File: config.mk
export PLATFORM = sky130hd
export DESIGN_NAME = ract_divider
export DESIGN_NICKNAME = d
export VERILOG_FILES = /design/src/hdl/ract_pkg.sv /design/src/hdl/ract_divider.sv
export SDC_FILE = /design/constraint.sdc
export NUM_CORES = 1
export LEC_CHECK = 0
export BUFFER_PORTS_ARGS = -buffer_cell sky130_fd_sc_hd__clkbuf_2
export CELL_PAD_IN_SITES_DETAIL_PLACEMENT = 1
export CELL_PAD_IN_SITES_GLOBAL_PLACEMENT = 1
export CORE_MARGIN = 2
export CORE_UTILIZATION = 40
export CTS_CLUSTER_DIAMETER = 50
export DETAILED_ROUTE_END_ITERATION = 6
export GPL_TIMING_DRIVEN = 0
export PLACE_DENSITY = 0.84
export SETUP_SLACK_MARGIN = 0.02
export SLEW_MARGIN = 20
export SYNTH_ARGS = -nofsm -noshare
export SYNTH_HDL_FRONTEND = slang
export SYNTH_SLANG_ARGS = --single-unit
File: constraint.sdc
create_clock -name i_clk -period 3.65 [get_ports i_clk]
set_input_delay 0 -clock i_clk [delete_from_list [all_inputs] [get_ports i_clk]]
set_output_delay 0 -clock i_clk [all_outputs]
set_load 0.01 [all_outputs]
File: src/hdl/ract_pkg.sv
// Shared types, constants and the CORDIC angle table for the rotation capture trigger.
package ract_pkg;
    localparam int MAX_STREAMS = 16;
    localparam int ANGLE_BITS  = 16;
    localparam int TOTAL_BITS  = 40;
    localparam int CORDIC_STEPS = 28;
    localparam int STEP_W      = 5;
    localparam int VEC_W       = 36;
    localparam int MAG_W       = TOTAL_BITS;
    localparam int DIV_STEPS   = 25;
    localparam logic [23:0] TRIG_MAX  = 24'hFFFFFF;
    localparam logic [15:0] WAIT_MAX  = 16'hFFFF;
    localparam logic [19:0] CNT20_MAX = 20'hFFFFF;
    localparam logic CFG_INTERVAL = 1'b0;
    localparam logic CFG_STREAMS  = 1'b1;

    typedef enum logic [2:0] {
        ST_IDLE, ST_CORDIC, ST_ACCUM, ST_DIV, ST_TRIG, ST_FRAME, ST_OUT
    } t_state;

    function automatic logic [31:0] atan_turn(input logic [STEP_W-1:0] i);
        logic [31:0] v;
        case (i)
            5'd0:  v = 32'h20000000; 5'd1:  v = 32'h12E4051E;
            5'd2:  v = 32'h09FB385B; 5'd3:  v = 32'h051111D4;
            5'd4:  v = 32'h028B0D43; 5'd5:  v = 32'h0145D7E1;
            5'd6:  v = 32'h00A2F61E; 5'd7:  v = 32'h00517C55;
            5'd8:  v = 32'h0028BE53; 5'd9:  v = 32'h00145F2F;
            5'd10: v = 32'h000A2F98; 5'd11: v = 32'h000517CC;
            5'd12: v = 32'h00028BE6; 5'd13: v = 32'h000145F3;
            5'd14: v = 32'h0000A2FA; 5'd15: v = 32'h0000517D;
            5'd16: v = 32'h000028BE; 5'd17: v = 32'h0000145F;
            5'd18: v = 32'h00000A30; 5'd19: v = 32'h00000518;
            5'd20: v = 32'h0000028C; 5'd21: v = 32'h00000146;
            5'd22: v = 32'h000000A3; 5'd23: v = 32'h00000051;
            5'd24: v = 32'h00000029; 5'd25: v = 32'h00000014;
            5'd26: v = 32'h0000000A; 5'd27: v = 32'h00000005;
            default: v = 32'h0;
        endcase
        return v;
    endfunction
endpackage

File: src/hdl/ract_divider.sv
// Restoring divider: magnitude over interval, one quotient bit per cycle, clamped to 24 bits.
module ract_divider import ract_pkg::*; (
    input  logic             i_clk,
    input  logic             i_rst_n,
    input  logic             i_start,
    input  logic [MAG_W-1:0] i_num,
    input  logic [15:0]      i_den,
    output logic             o_done,
    output logic [23:0]      o_quot
);
    // The top 15 bits seed the remainder; when they already reach the divisor the
    // quotient is at least 2^25 and the result saturates.
    logic [14:0]      r_top;
    logic [24:0]      r_low;
    logic [16:0]      r_rem, n_rem;
    logic [24:0]      r_q;
    logic [15:0]      r_den;
    logic [4:0]       r_cnt;
    logic             r_busy, r_done;
    logic [16:0]      shifted;
    logic [17:0]      diff;

    assign shifted = {r_rem[15:0], r_low[24]};
    assign diff    = {1'b0, shifted} - {2'b0, r_den};
    assign n_rem   = diff[17] ? shifted : diff[16:0];

    always_ff @(posedge i_clk) begin
        if (i_start) begin
            r_top <= i_num[MAG_W-1 -: 15];
            r_low <= i_num[24:0];
            r_den <= i_den;
            r_rem <= {2'b00, i_num[MAG_W-1 -: 15]};
            r_q   <= '0;
        end else if (r_busy) begin
            r_rem <= n_rem;
            r_low <= {r_low[23:0], 1'b0};
            r_q   <= {r_q[23:0], ~diff[17]};
        end
        if (!i_rst_n) begin
            r_busy <= 1'b0; r_done <= 1'b0; r_cnt <= '0;
        end else begin
            r_done <= 1'b0;
            if (i_start) begin
                r_busy <= 1'b1;
                r_cnt  <= 5'(DIV_STEPS - 1);
            end else if (r_busy) begin
                r_cnt <= r_cnt - 5'd1;
                if (r_cnt == '0) begin
                    r_busy <= 1'b0;
                    r_done <= 1'b1;
                end
            end
        end
    end

    assign o_done = r_done;
    assign o_quot = (r_q[24] || ({1'b0, r_top} >= r_den)) ? TRIG_MAX : r_q[23:0];
endmodule

==> qor.txt <==
diodes inserted: 0
post-synth top area share: 39.9%
vias post-DR: 4051
Post-Route WL: 13900 um
Layout Skew: 9.79 ps
total of warnings raised by yosys: 0
Fin. Hold Viols: 0
gpl congestion: 0.860
Combinational Power Share: 32.3%
area grow syn2layout: 28.5%
Worst Path Max Fanout: 10
share of cells above drive strength 1: 24.0%
PwrDens: 524 mW/mm2
count of input and output buffers: 83
Inserted Clock Buffers: 9
Max-Cap Viols: 0
post-cts resize count: 0
top post-synthesis cells by area: edfxtp_1, dfxtp_1, ha_1, mux2i_1, mux2_2
Hold Path Class: input pin to flop
area occupied by multi-input gates: 0.00233 mm2
TritonCTS clock tree: yes
wire length per cell: 17.6 um
Mapped Cells: 459
vias in the first global route: 4568
initial antenna violation count: 0
postcts setup bufs: 0
RSZ-0062 raised after global routing: no
Critical Path Source Type: flop
TritonRoute pass-1 iters: 4
Post-Syn Area: 0.00535 mm2
Critical Path End: o_quot[4]
first-pass GRT wire length: 23100 um
critical path's largest stage delay: 540 ps
Placeable Area: 0.0131 mm2
family with the most delay on the worst path: compound AO/OA/AOI/OAI gates
total track usage: 20.8%
CP required: 3650 ps
total gr overflow: 0
Max stage delay cell, worst path: a211oi_2
register area: 0.00279 mm2
worst reg2reg path depth: 10
slew margin rel.: 42.5%
initial drt markers: 160
Leak Pwr: 2.98 nW
H-tree level count: 3
largest family of logic cells by synthesized area: simple AND/OR/NAND/NOR gates
number of vias per cell: 5.11
Post-DRT Antenna Nets: 0
total power: 3.60 mW
asr flop ratio synth: 0%
CP arrival: 3170 ps
Fillers: 1438
Synth area leader: edfxtp_1
row count: 42
most frequent cell after synthesis: edfxtp_1
Buf/Inv on CP: 3
critical path class: flop to output port
die area: 0.0143 mm2
Synth Area in Adders: 8.09%
R2R Path Start: r_low[24]$_DFFE_PP_
NetSw: 1.13 mW
Initial Utilization: 40.7%
post-synthesis cell type count: 59
Post-CTS Hold Fix Bufs: 57
Clock Pin Slew Worst Setup and Hold Paths: 70 ps
Die W: 120 um
Cell Int Power: 2.47 mW
number of synthesized register bits: 104
Stages on worst setup path: 10
mean area per synthesized cell: 11.7 um2
CP most frequent cell: a21o_1
worst-path cell chain: inv_1, ha_1, a21o_1, a21o_1, a21oi_1, o211ai_1, a211oi_2, buf_2, nand2b_1, clkbuf_2
fin. max-slew vios: 0
Least-Margin Pin Slew: 862 ps
pin count of the biggest net entering global routing: 33
Crit. End Element: output port
root buffer cell: clkbuf_16
Place WS: 829 ps
Period minus WS final: 3170 ps
hpwl dp: 9360 um
Period Utilization, post-route: 86.9%
syn_nets: 552
CTS max path bufs: 2
fmax: 315 MHz
Reg2Reg Setup Slack: 860 ps
Post-synth EDFFs: 71
Final #Nets: 704
Residual DRC: 0
Synth Area in Compound Gates: 10.1%
clock latency on the worst-skew pair: 360 ps
R2R Path End: r_rem[12]$_DFFE_PP_
outcome: finished, final reports clean
XOR/XNOR share of the synthesized area: 2.78%
mux cell area share after synthesis: 11.0%
setup slack after layout: 477 ps
Clk pwr share: 26.9%
Die Ht: 120 um
Net Sw Frac: 31.5%
VDD IR max: 0.000333 V
CTS sink count: 104
Reg power frac: 40.8%
setup TNS: 0 ps
sequential share of the synthesized area: 52.2%
top cells by count, synth: edfxtp_1, nor2_1, dfxtp_1, ha_1, mux2i_1
origin of the worst setup path: r_den[9]$_DFFE_PP_
Synth Area in Simple Gates: 11.5%
IO Pins: 84
Top FF cell, synth: edfxtp_1
Setup violations, final: 0
==> stage by stage <==
step	cell area [um2]	std cells	hold WS [ps]	util, %
final	6870	792	359	52.3
after global routing	6870	792	363	52.3
after CTS	6870	792	349	52.3
after detailed placement	6010	719	179	45.7
after global placement	5990	718	176	45.6
after floorplan	5350	459	98.9	-
==> worst min-delay path by stage <==
stage | from | to | slack, ps | cells after the start
after floorplan | i_den[0] | r_den[0]$_DFFE_PP_ | 100 | 0
after global placement | i_den[6] | r_den[6]$_DFFE_PP_ | 180 | 1
after detailed placement | i_den[4] | r_den[4]$_DFFE_PP_ | 180 | 1
after CTS | i_den[6] | r_den[6]$_DFFE_PP_ | 350 | 2
after global routing | i_den[7] | r_den[7]$_DFFE_PP_ | 360 | 2
final | i_den[6] | r_den[6]$_DFFE_PP_ | 360 | 2
==> power groups by stage <==
stage                     Sequential, mW  Clock (mW)  Combinational, mW
after floorplan                     1.47           0              0.825
after global placement              1.48           0               1.05
after detailed placement            1.49           0               1.10
after CTS                           1.47       0.986               1.16
after global routing                1.48        1.03               1.29
final                               1.47       0.968               1.16
==> per-layer routing <==
metal | global-route usage (%) | up-vias | part of all wire [%]
met1 | 22.9 | 1977 | 41
met5 | 0 | - | 0
met2 | 38.8 | 79 | 54
met4 | 7.06 | 0 | 2.1
met3 | 5.09 | 25 | 3.7
li1 | - | 1970 | -
==> layout by cell type, fill, tap and decap left out, drive strengths merged, types with 2 or more instances in the layout <==
master,netlist,routed
clkbuf,10,103
edfxtp,71,71
dlygate4sd3,0,57
nor2,45,45
ha,33,33
dfxtp,33,33
inv,30,33
mux2i,32,32
nand2b,27,27
mux2,24,24
a21oi,23,23
nand2,17,17
xnor2,12,12
a21o,12,12
nand3,11,11
buf,9,10
nor3,8,8
o21ai,8,8
a211oi,6,6
xor2,5,5
nand4,3,3
o2111ai,3,3
and2,3,3
nor2b,2,2
and3,2,2
o21bai,2,2
a41oi,2,2
a2111oi,2,2
a31oi,2,2
o211ai,2,2
a21boi,2,2
a31o,2,2
clkinv,0,2
==> final cells by class <==
cell class              instances  area share, %
clock buffers                  10           3.48
multi-input cells             306           33.9
well taps                     176           3.20
repair buffers                141           14.6
flip-flops and latches        104           40.6
plain buffers                  19           1.71
inverters                      30           1.64
clock inverters                 6          0.801
==> flip-flops by register name (all words and copies together) (netlist names) <==
signal,count
r_cnt,5
r_top,15
r_den,16
r_q,25
r_busy,1
o_done,1
r_rem,16
r_low,25
==> logic make-up (layout without fill, tap and decap cells) <==
logic type / Yosys count / count (layout)
AO/OA/AOI/OAI: 76 / 76
XOR/XNOR: 17 / 17
adder cells (fa/ha/maj): 34 / 34
buffers and inverters: 49 / 206
flip-flops: 104 / 104
multiplexers: 56 / 56
AND/OR/NAND/NOR: 123 / 123
(Power assumes the default switching activity.)
