==> src/hdl/ract_pkg.sv <==
// Shared types, constants and the CORDIC angle table for the rotation capture trigger.
package ract_pkg;
    localparam int MAX_STREAMS = 16;
    localparam int ANGLE_BITS  = 16;
    localparam int TOTAL_BITS  = 40;
    localparam int CORDIC_STEPS = 28;
    localparam int STEP_W      = 5;
    localparam int VEC_W       = 36;
    localparam int MAG_W       = TOTAL_BITS;
    localparam int DIV_STEPS   = 25;
    localparam logic [23:0] TRIG_MAX  = 24'hFFFFFF;
    localparam logic [15:0] WAIT_MAX  = 16'hFFFF;
    localparam logic [19:0] CNT20_MAX = 20'hFFFFF;
    localparam logic CFG_INTERVAL = 1'b0;
    localparam logic CFG_STREAMS  = 1'b1;

    typedef enum logic [2:0] {
        ST_IDLE, ST_CORDIC, ST_ACCUM, ST_DIV, ST_TRIG, ST_FRAME, ST_OUT
    } t_state;

    function automatic logic [31:0] atan_turn(input logic [STEP_W-1:0] i);
        logic [31:0] v;
        case (i)
            5'd0:  v = 32'h20000000; 5'd1:  v = 32'h12E4051E;
            5'd2:  v = 32'h09FB385B; 5'd3:  v = 32'h051111D4;
            5'd4:  v = 32'h028B0D43; 5'd5:  v = 32'h0145D7E1;
            5'd6:  v = 32'h00A2F61E; 5'd7:  v = 32'h00517C55;
            5'd8:  v = 32'h0028BE53; 5'd9:  v = 32'h00145F2F;
            5'd10: v = 32'h000A2F98; 5'd11: v = 32'h000517CC;
            5'd12: v = 32'h00028BE6; 5'd13: v = 32'h000145F3;
            5'd14: v = 32'h0000A2FA; 5'd15: v = 32'h0000517D;
            5'd16: v = 32'h000028BE; 5'd17: v = 32'h0000145F;
            5'd18: v = 32'h00000A30; 5'd19: v = 32'h00000518;
            5'd20: v = 32'h0000028C; 5'd21: v = 32'h00000146;
            5'd22: v = 32'h000000A3; 5'd23: v = 32'h00000051;
            5'd24: v = 32'h00000029; 5'd25: v = 32'h00000014;
            5'd26: v = 32'h0000000A; 5'd27: v = 32'h00000005;
            default: v = 32'h0;
        endcase
        return v;
    endfunction
endpackage

==> src/hdl/ract_cordic.sv <==
// Iterative CORDIC vectoring unit: one micro-rotation per cycle, heading in angle units.
module ract_cordic import ract_pkg::*; (
    input  logic                   i_clk,
    input  logic                   i_rst_n,
    input  logic                   i_start,
    input  logic signed [VEC_W-1:0] i_x,
    input  logic signed [VEC_W-1:0] i_y,
    output logic                   o_done,
    output logic [ANGLE_BITS-1:0]  o_angle
);
    logic signed [VEC_W+1:0] r_x, r_y, n_x, n_y;
    logic [31:0]             r_z, n_z;
    logic [STEP_W-1:0]       r_i, n_i;
    logic                    r_busy, n_busy, r_zero, n_zero, r_done, n_done;
    logic signed [VEC_W+1:0] xs, ys;
    logic [31:0]             zr;

    always_comb begin
        xs = r_x >>> r_i;
        ys = r_y >>> r_i;
        n_x = r_x; n_y = r_y; n_z = r_z; n_i = r_i;
        n_busy = r_busy; n_zero = r_zero; n_done = 1'b0;
        if (i_start) begin
            n_zero = (i_x == '0) && (i_y == '0);
            if (i_x < 0) begin
                n_x = -VEC_W'(0) - {{2{i_x[VEC_W-1]}}, i_x};
                n_y = -{{2{i_y[VEC_W-1]}}, i_y};
                n_z = 32'h80000000;
            end else begin
                n_x = {{2{i_x[VEC_W-1]}}, i_x};
                n_y = {{2{i_y[VEC_W-1]}}, i_y};
                n_z = '0;
            end
            n_i = '0;
            n_busy = 1'b1;
        end else if (r_busy) begin
            if (r_y > 0) begin
                n_x = r_x + ys; n_y = r_y - xs; n_z = r_z + atan_turn(r_i);
            end else begin
                n_x = r_x - ys; n_y = r_y + xs; n_z = r_z - atan_turn(r_i);
            end
            n_i = r_i + STEP_W'(1);
            if (r_i == STEP_W'(CORDIC_STEPS - 1)) begin
                n_busy = 1'b0;
                n_done = 1'b1;
            end
        end
    end

    always_ff @(posedge i_clk) begin
        r_x <= n_x; r_y <= n_y; r_z <= n_z; r_i <= n_i; r_zero <= n_zero;
        if (!i_rst_n) begin
            r_busy <= 1'b0;
            r_done <= 1'b0;
        end else begin
            r_busy <= n_busy;
            r_done <= n_done;
        end
    end

    assign zr = r_z + (32'd1 << (31 - ANGLE_BITS));
    assign o_done  = r_done;
    assign o_angle = r_zero ? '0 : zr[31 -: ANGLE_BITS];
endmodule

==> config.mk <==
export PLATFORM = sky130hd
export DESIGN_NAME = ract_cordic
export DESIGN_NICKNAME = d
export VERILOG_FILES = /design/src/hdl/ract_pkg.sv /design/src/hdl/ract_cordic.sv
export SDC_FILE = /design/constraint.sdc
export NUM_CORES = 1
export LEC_CHECK = 0
export ABC_AREA = 0
export BUFFER_PORTS_ARGS = -buffer_cell sky130_fd_sc_hd__clkbuf_2
export CAP_MARGIN = 20
export CELL_PAD_IN_SITES_DETAIL_PLACEMENT = 2
export CELL_PAD_IN_SITES_GLOBAL_PLACEMENT = 2
export CORE_MARGIN = 3
export CORE_UTILIZATION = 38
export CTS_BUF_LIST = sky130_fd_sc_hd__clkbuf_8
export CTS_CLUSTER_DIAMETER = 150
export CTS_CLUSTER_SIZE = 8
export DETAILED_ROUTE_END_ITERATION = 12
export PLACE_DENSITY_LB_ADDON = 0.1
export SLEW_MARGIN = 20
export SYNTH_ARGS = -nofsm -noshare
export SYNTH_HDL_FRONTEND = slang
export SYNTH_SLANG_ARGS = --single-unit
export TNS_END_PERCENT = 50
==> constraint.sdc <==
create_clock -name i_clk -period 9.6 [get_ports i_clk]
set_input_delay 1.44 -clock i_clk [delete_from_list [all_inputs] [get_ports i_clk]]
set_output_delay 1.44 -clock i_clk [all_outputs]
set_load 0.02 [all_outputs]
==> qor.txt <==
Run status: complete, no violations
Non-Filler Instances: 3338
Most frequent cells in the layout: nor2_1, nand2_1, a21oi_1
CTS hold repair buffers: 0
Worst min path class: reg2reg
Reg2Reg Depth: 21
Final hold violations: 0
Netlist cell types: 105
Initial Util: 0.387
Post-CTS Setup Repair Bufs: 0
Sequential share of the synthesized area: 0.187
End of the worst register-to-register path: r_y[32]
Die height: 244 um
CP max FO: 58
Die Area: 59400 um2
Rows: 86
TNS Setup: 0 ns
Warnings, synthesis: 0
FF-to-FF setup slack: 1.58 ns
Commonest non-fill, non-tap cell in the layout: nor2_1
Clock Root Buffer: clkbuf_8
Critical R2R Launch: r_i[2]
Number of enable flip-flop cells after synthesis: 109
Arrival time worst endpoint: 8.35 ns
Gr ovfl total: 0
Vias in the first global route: 23250
Slowest cell on crit path: dfxtp_4
Post-CTS Resized: 0
Die X-Extent: 244 um
Fmax: 125 MHz
Clk sinks: 146
Placed insts: 3304
Vias per cell: 6.57
Top cells by area, synth: edfxtp_1, mux4_2, ha_1
Synth Instances: 2578
Drt total wl: 98600 um
Finish-stage setup viols: 0
Post-DRT Antenna Nets: 0
Clock buffer depth: 2
Leakage: 8.62 nW
CTS buffer count: 17
Mapped Area: 21500 um2
Worst-skew pair later-pin latency: 0.59 ns
Share of post-route cells with drive strength above 1: 0.139
Main synth FF type: edfxtp_1
Syn Nets: 2776
Max-Cap Viols: 0
Initial DRC Count: 1706
Cells along the critical path: buf_4, mux4_2, mux2i_1, mux2i_1, a211oi_1, nand4_2, or3_4, nor2_1, a31oi_1, xnor2_1, ha_1, a21oi_1, o21bai_1, a21o_1, a21oi_1, o221ai_1, a41oi_1, o21ai_0, a21oi_1, xor2_1, mux2i_1
Yosys top cell area share: 0.152
Register bit total from synthesis: 146
Total GRT Usage: 0.327
Unrepaired setup endpoints after global routing: false
Port Buffers: 91
Routed WL per cell: 29.6 um
Slew Viols, Final: 0
Final HPWL DP: 76700 um
Slew margin rel.: 0.276
Pwr Density: 478 nW/um2
Largest net degree at the start of global routing: 74
Worst hold path depth: 2
Max incr delay on CP: 0.81 ns
Data required, critical path: 9.93 ns
Synth area leader: edfxtp_1
Fill cells: 6329
Fin crit share: 0.836
Area grow syn2layout: 6.44%
I/O pin cnt: 92
Residual DRC: 0
Skew final: 0.0342 ns
Async S/R FF share, synth: 0
Routability congestion estimate from global placement: 1.03
Initial antenna violation count: 1
Slew @ Worst Pin: 1.08 ns
First-pass DRT Iterations: 6
Minimum clock period: 8.02 ns
H-Tree Depth: 4
Core Footprint: 55500 um2
Syn avg cell area: 8.33 um2
Via count: 21925
Nets@finish: 2773
Crit. End Element: flop
Hold Path Origin: r_busy
First-pass GRT wire length: 150000 um
Critical path type: reg2reg
Reg clk slew, reported paths: 0.12 ns
Hold path endpoint: o_done
Critical Path Source Type: flop
Largest vdd supply drop: 0.187 mV
CTS tree: yes
==> synth_stat cells (11+ instances only) <==
library cell and instances:
a211oi_1 33, a21o_1 58, a21oi_1 203, a221o_1 12, a221oi_1 12, a22o_1 11
a22oi_1 16, a31oi_1 39, and2_1 14, and3_1 14, buf_1 12, buf_2 27
buf_6 14, clkbuf_1 89, dfxtp_1 37, edfxtp_1 109, ha_1 120, inv_1 59
mux2_2 39, mux2i_1 85, mux4_2 91, nand2_1 228, nand2b_1 36, nand3_1 54
nand4_1 21, nor2_1 253, nor2b_1 20, nor3_1 57, nor4_1 23, o211ai_1 21
o21a_1 12, o21ai_0 168, o22ai_1 31, o31ai_1 40, or2_2 24, or3_1 28
or4_1 16, xnor2_1 128, xor2_1 127
==> cell type report <==
cell class / count / area, um2 / area share
antenna: 2 / 5.00 / 0.000219
timing repair buffer: 128 / 748 / 0.0327
clock inverter: 15 / 181 / 0.00794
sequential: 146 / 4030 / 0.176
clock buffer: 17 / 234 / 0.0102
inverter: 63 / 236 / 0.0103
multi-input combinational: 2219 / 16500 / 0.721
tap: 748 / 936 / 0.0409
==> per-stage QoR <==
| step | utilization | hold slack [ns] | power, W | setup slack, ns | instance area [um2] |
|---|---|---|---|---|---|
| floorplan | - | 0.600 | 0.00757 | 3.72 | 21500 |
| global placement | 0.404 | 0.597 | 0.00976 | 1.87 | 22400 |
| detailed placement | 0.404 | 0.633 | 0.0101 | 1.69 | 22400 |
| CTS | 0.412 | 0.648 | 0.0108 | 1.65 | 22900 |
| global route | 0.412 | 0.701 | 0.0118 | 1.05 | 22900 |
| finish | 0.412 | 0.644 | 0.0109 | 1.58 | 22900 |
==> worst max-delay path: cells and delay by family, from the launching register on <==
| kind | cells | cell delay (ns) |
|---|---|---|
| simple gates | 3 | 1.21 |
| buf+inv | 1 | 0.73 |
| compound gates | 10 | 2.76 |
| fa+ha+maj | 1 | 0.34 |
| xor+xnor | 2 | 0.42 |
| flops | 1 | 0.81 |
| mux | 4 | 1.40 |
==> per-layer routing <==
metal	GRT usage	wire length [um]
met4	0.135	4100
met5	0	0
met1	0.430	42800
met2	0.537	46200
met3	0.0515	5570
==> power breakdown <==
part	switching, W	total (W)	internal, W
clock network	0.000363	0.000565	0.000201
logic	0.00512	0.00856	0.00343
registers	0.000679	0.00180	0.00112
==> kinds of logic (layout without fill, tap and decap cells) <==
family,after synthesis,count (layout),share of synthesized area
xor+xnor,255,255,0.104
flops,146,146,0.187
fa+ha+maj,123,123,0.0727
other cells,0,2,0
simple gates,845,845,0.194
compound gates,775,775,0.235
mux,221,221,0.161
buf+inv,213,223,0.0461
==> how the worst max path moves through the flow <==
stage / start / endpoint / slack (ns) / depth (start not counted)
after CTS: r_i[1] / r_x[36] / 1.65 / 19
after detailed placement: r_i[1] / r_x[36] / 1.69 / 19
after floorplan: r_i[1] / r_x[36] / 3.72 / 26
after global routing: r_i[2] / r_y[36] / 1.05 / 21
after global placement: r_i[1] / r_x[36] / 1.87 / 19
final: r_i[2] / r_y[32] / 1.58 / 21
(Power assumes the default switching activity.)
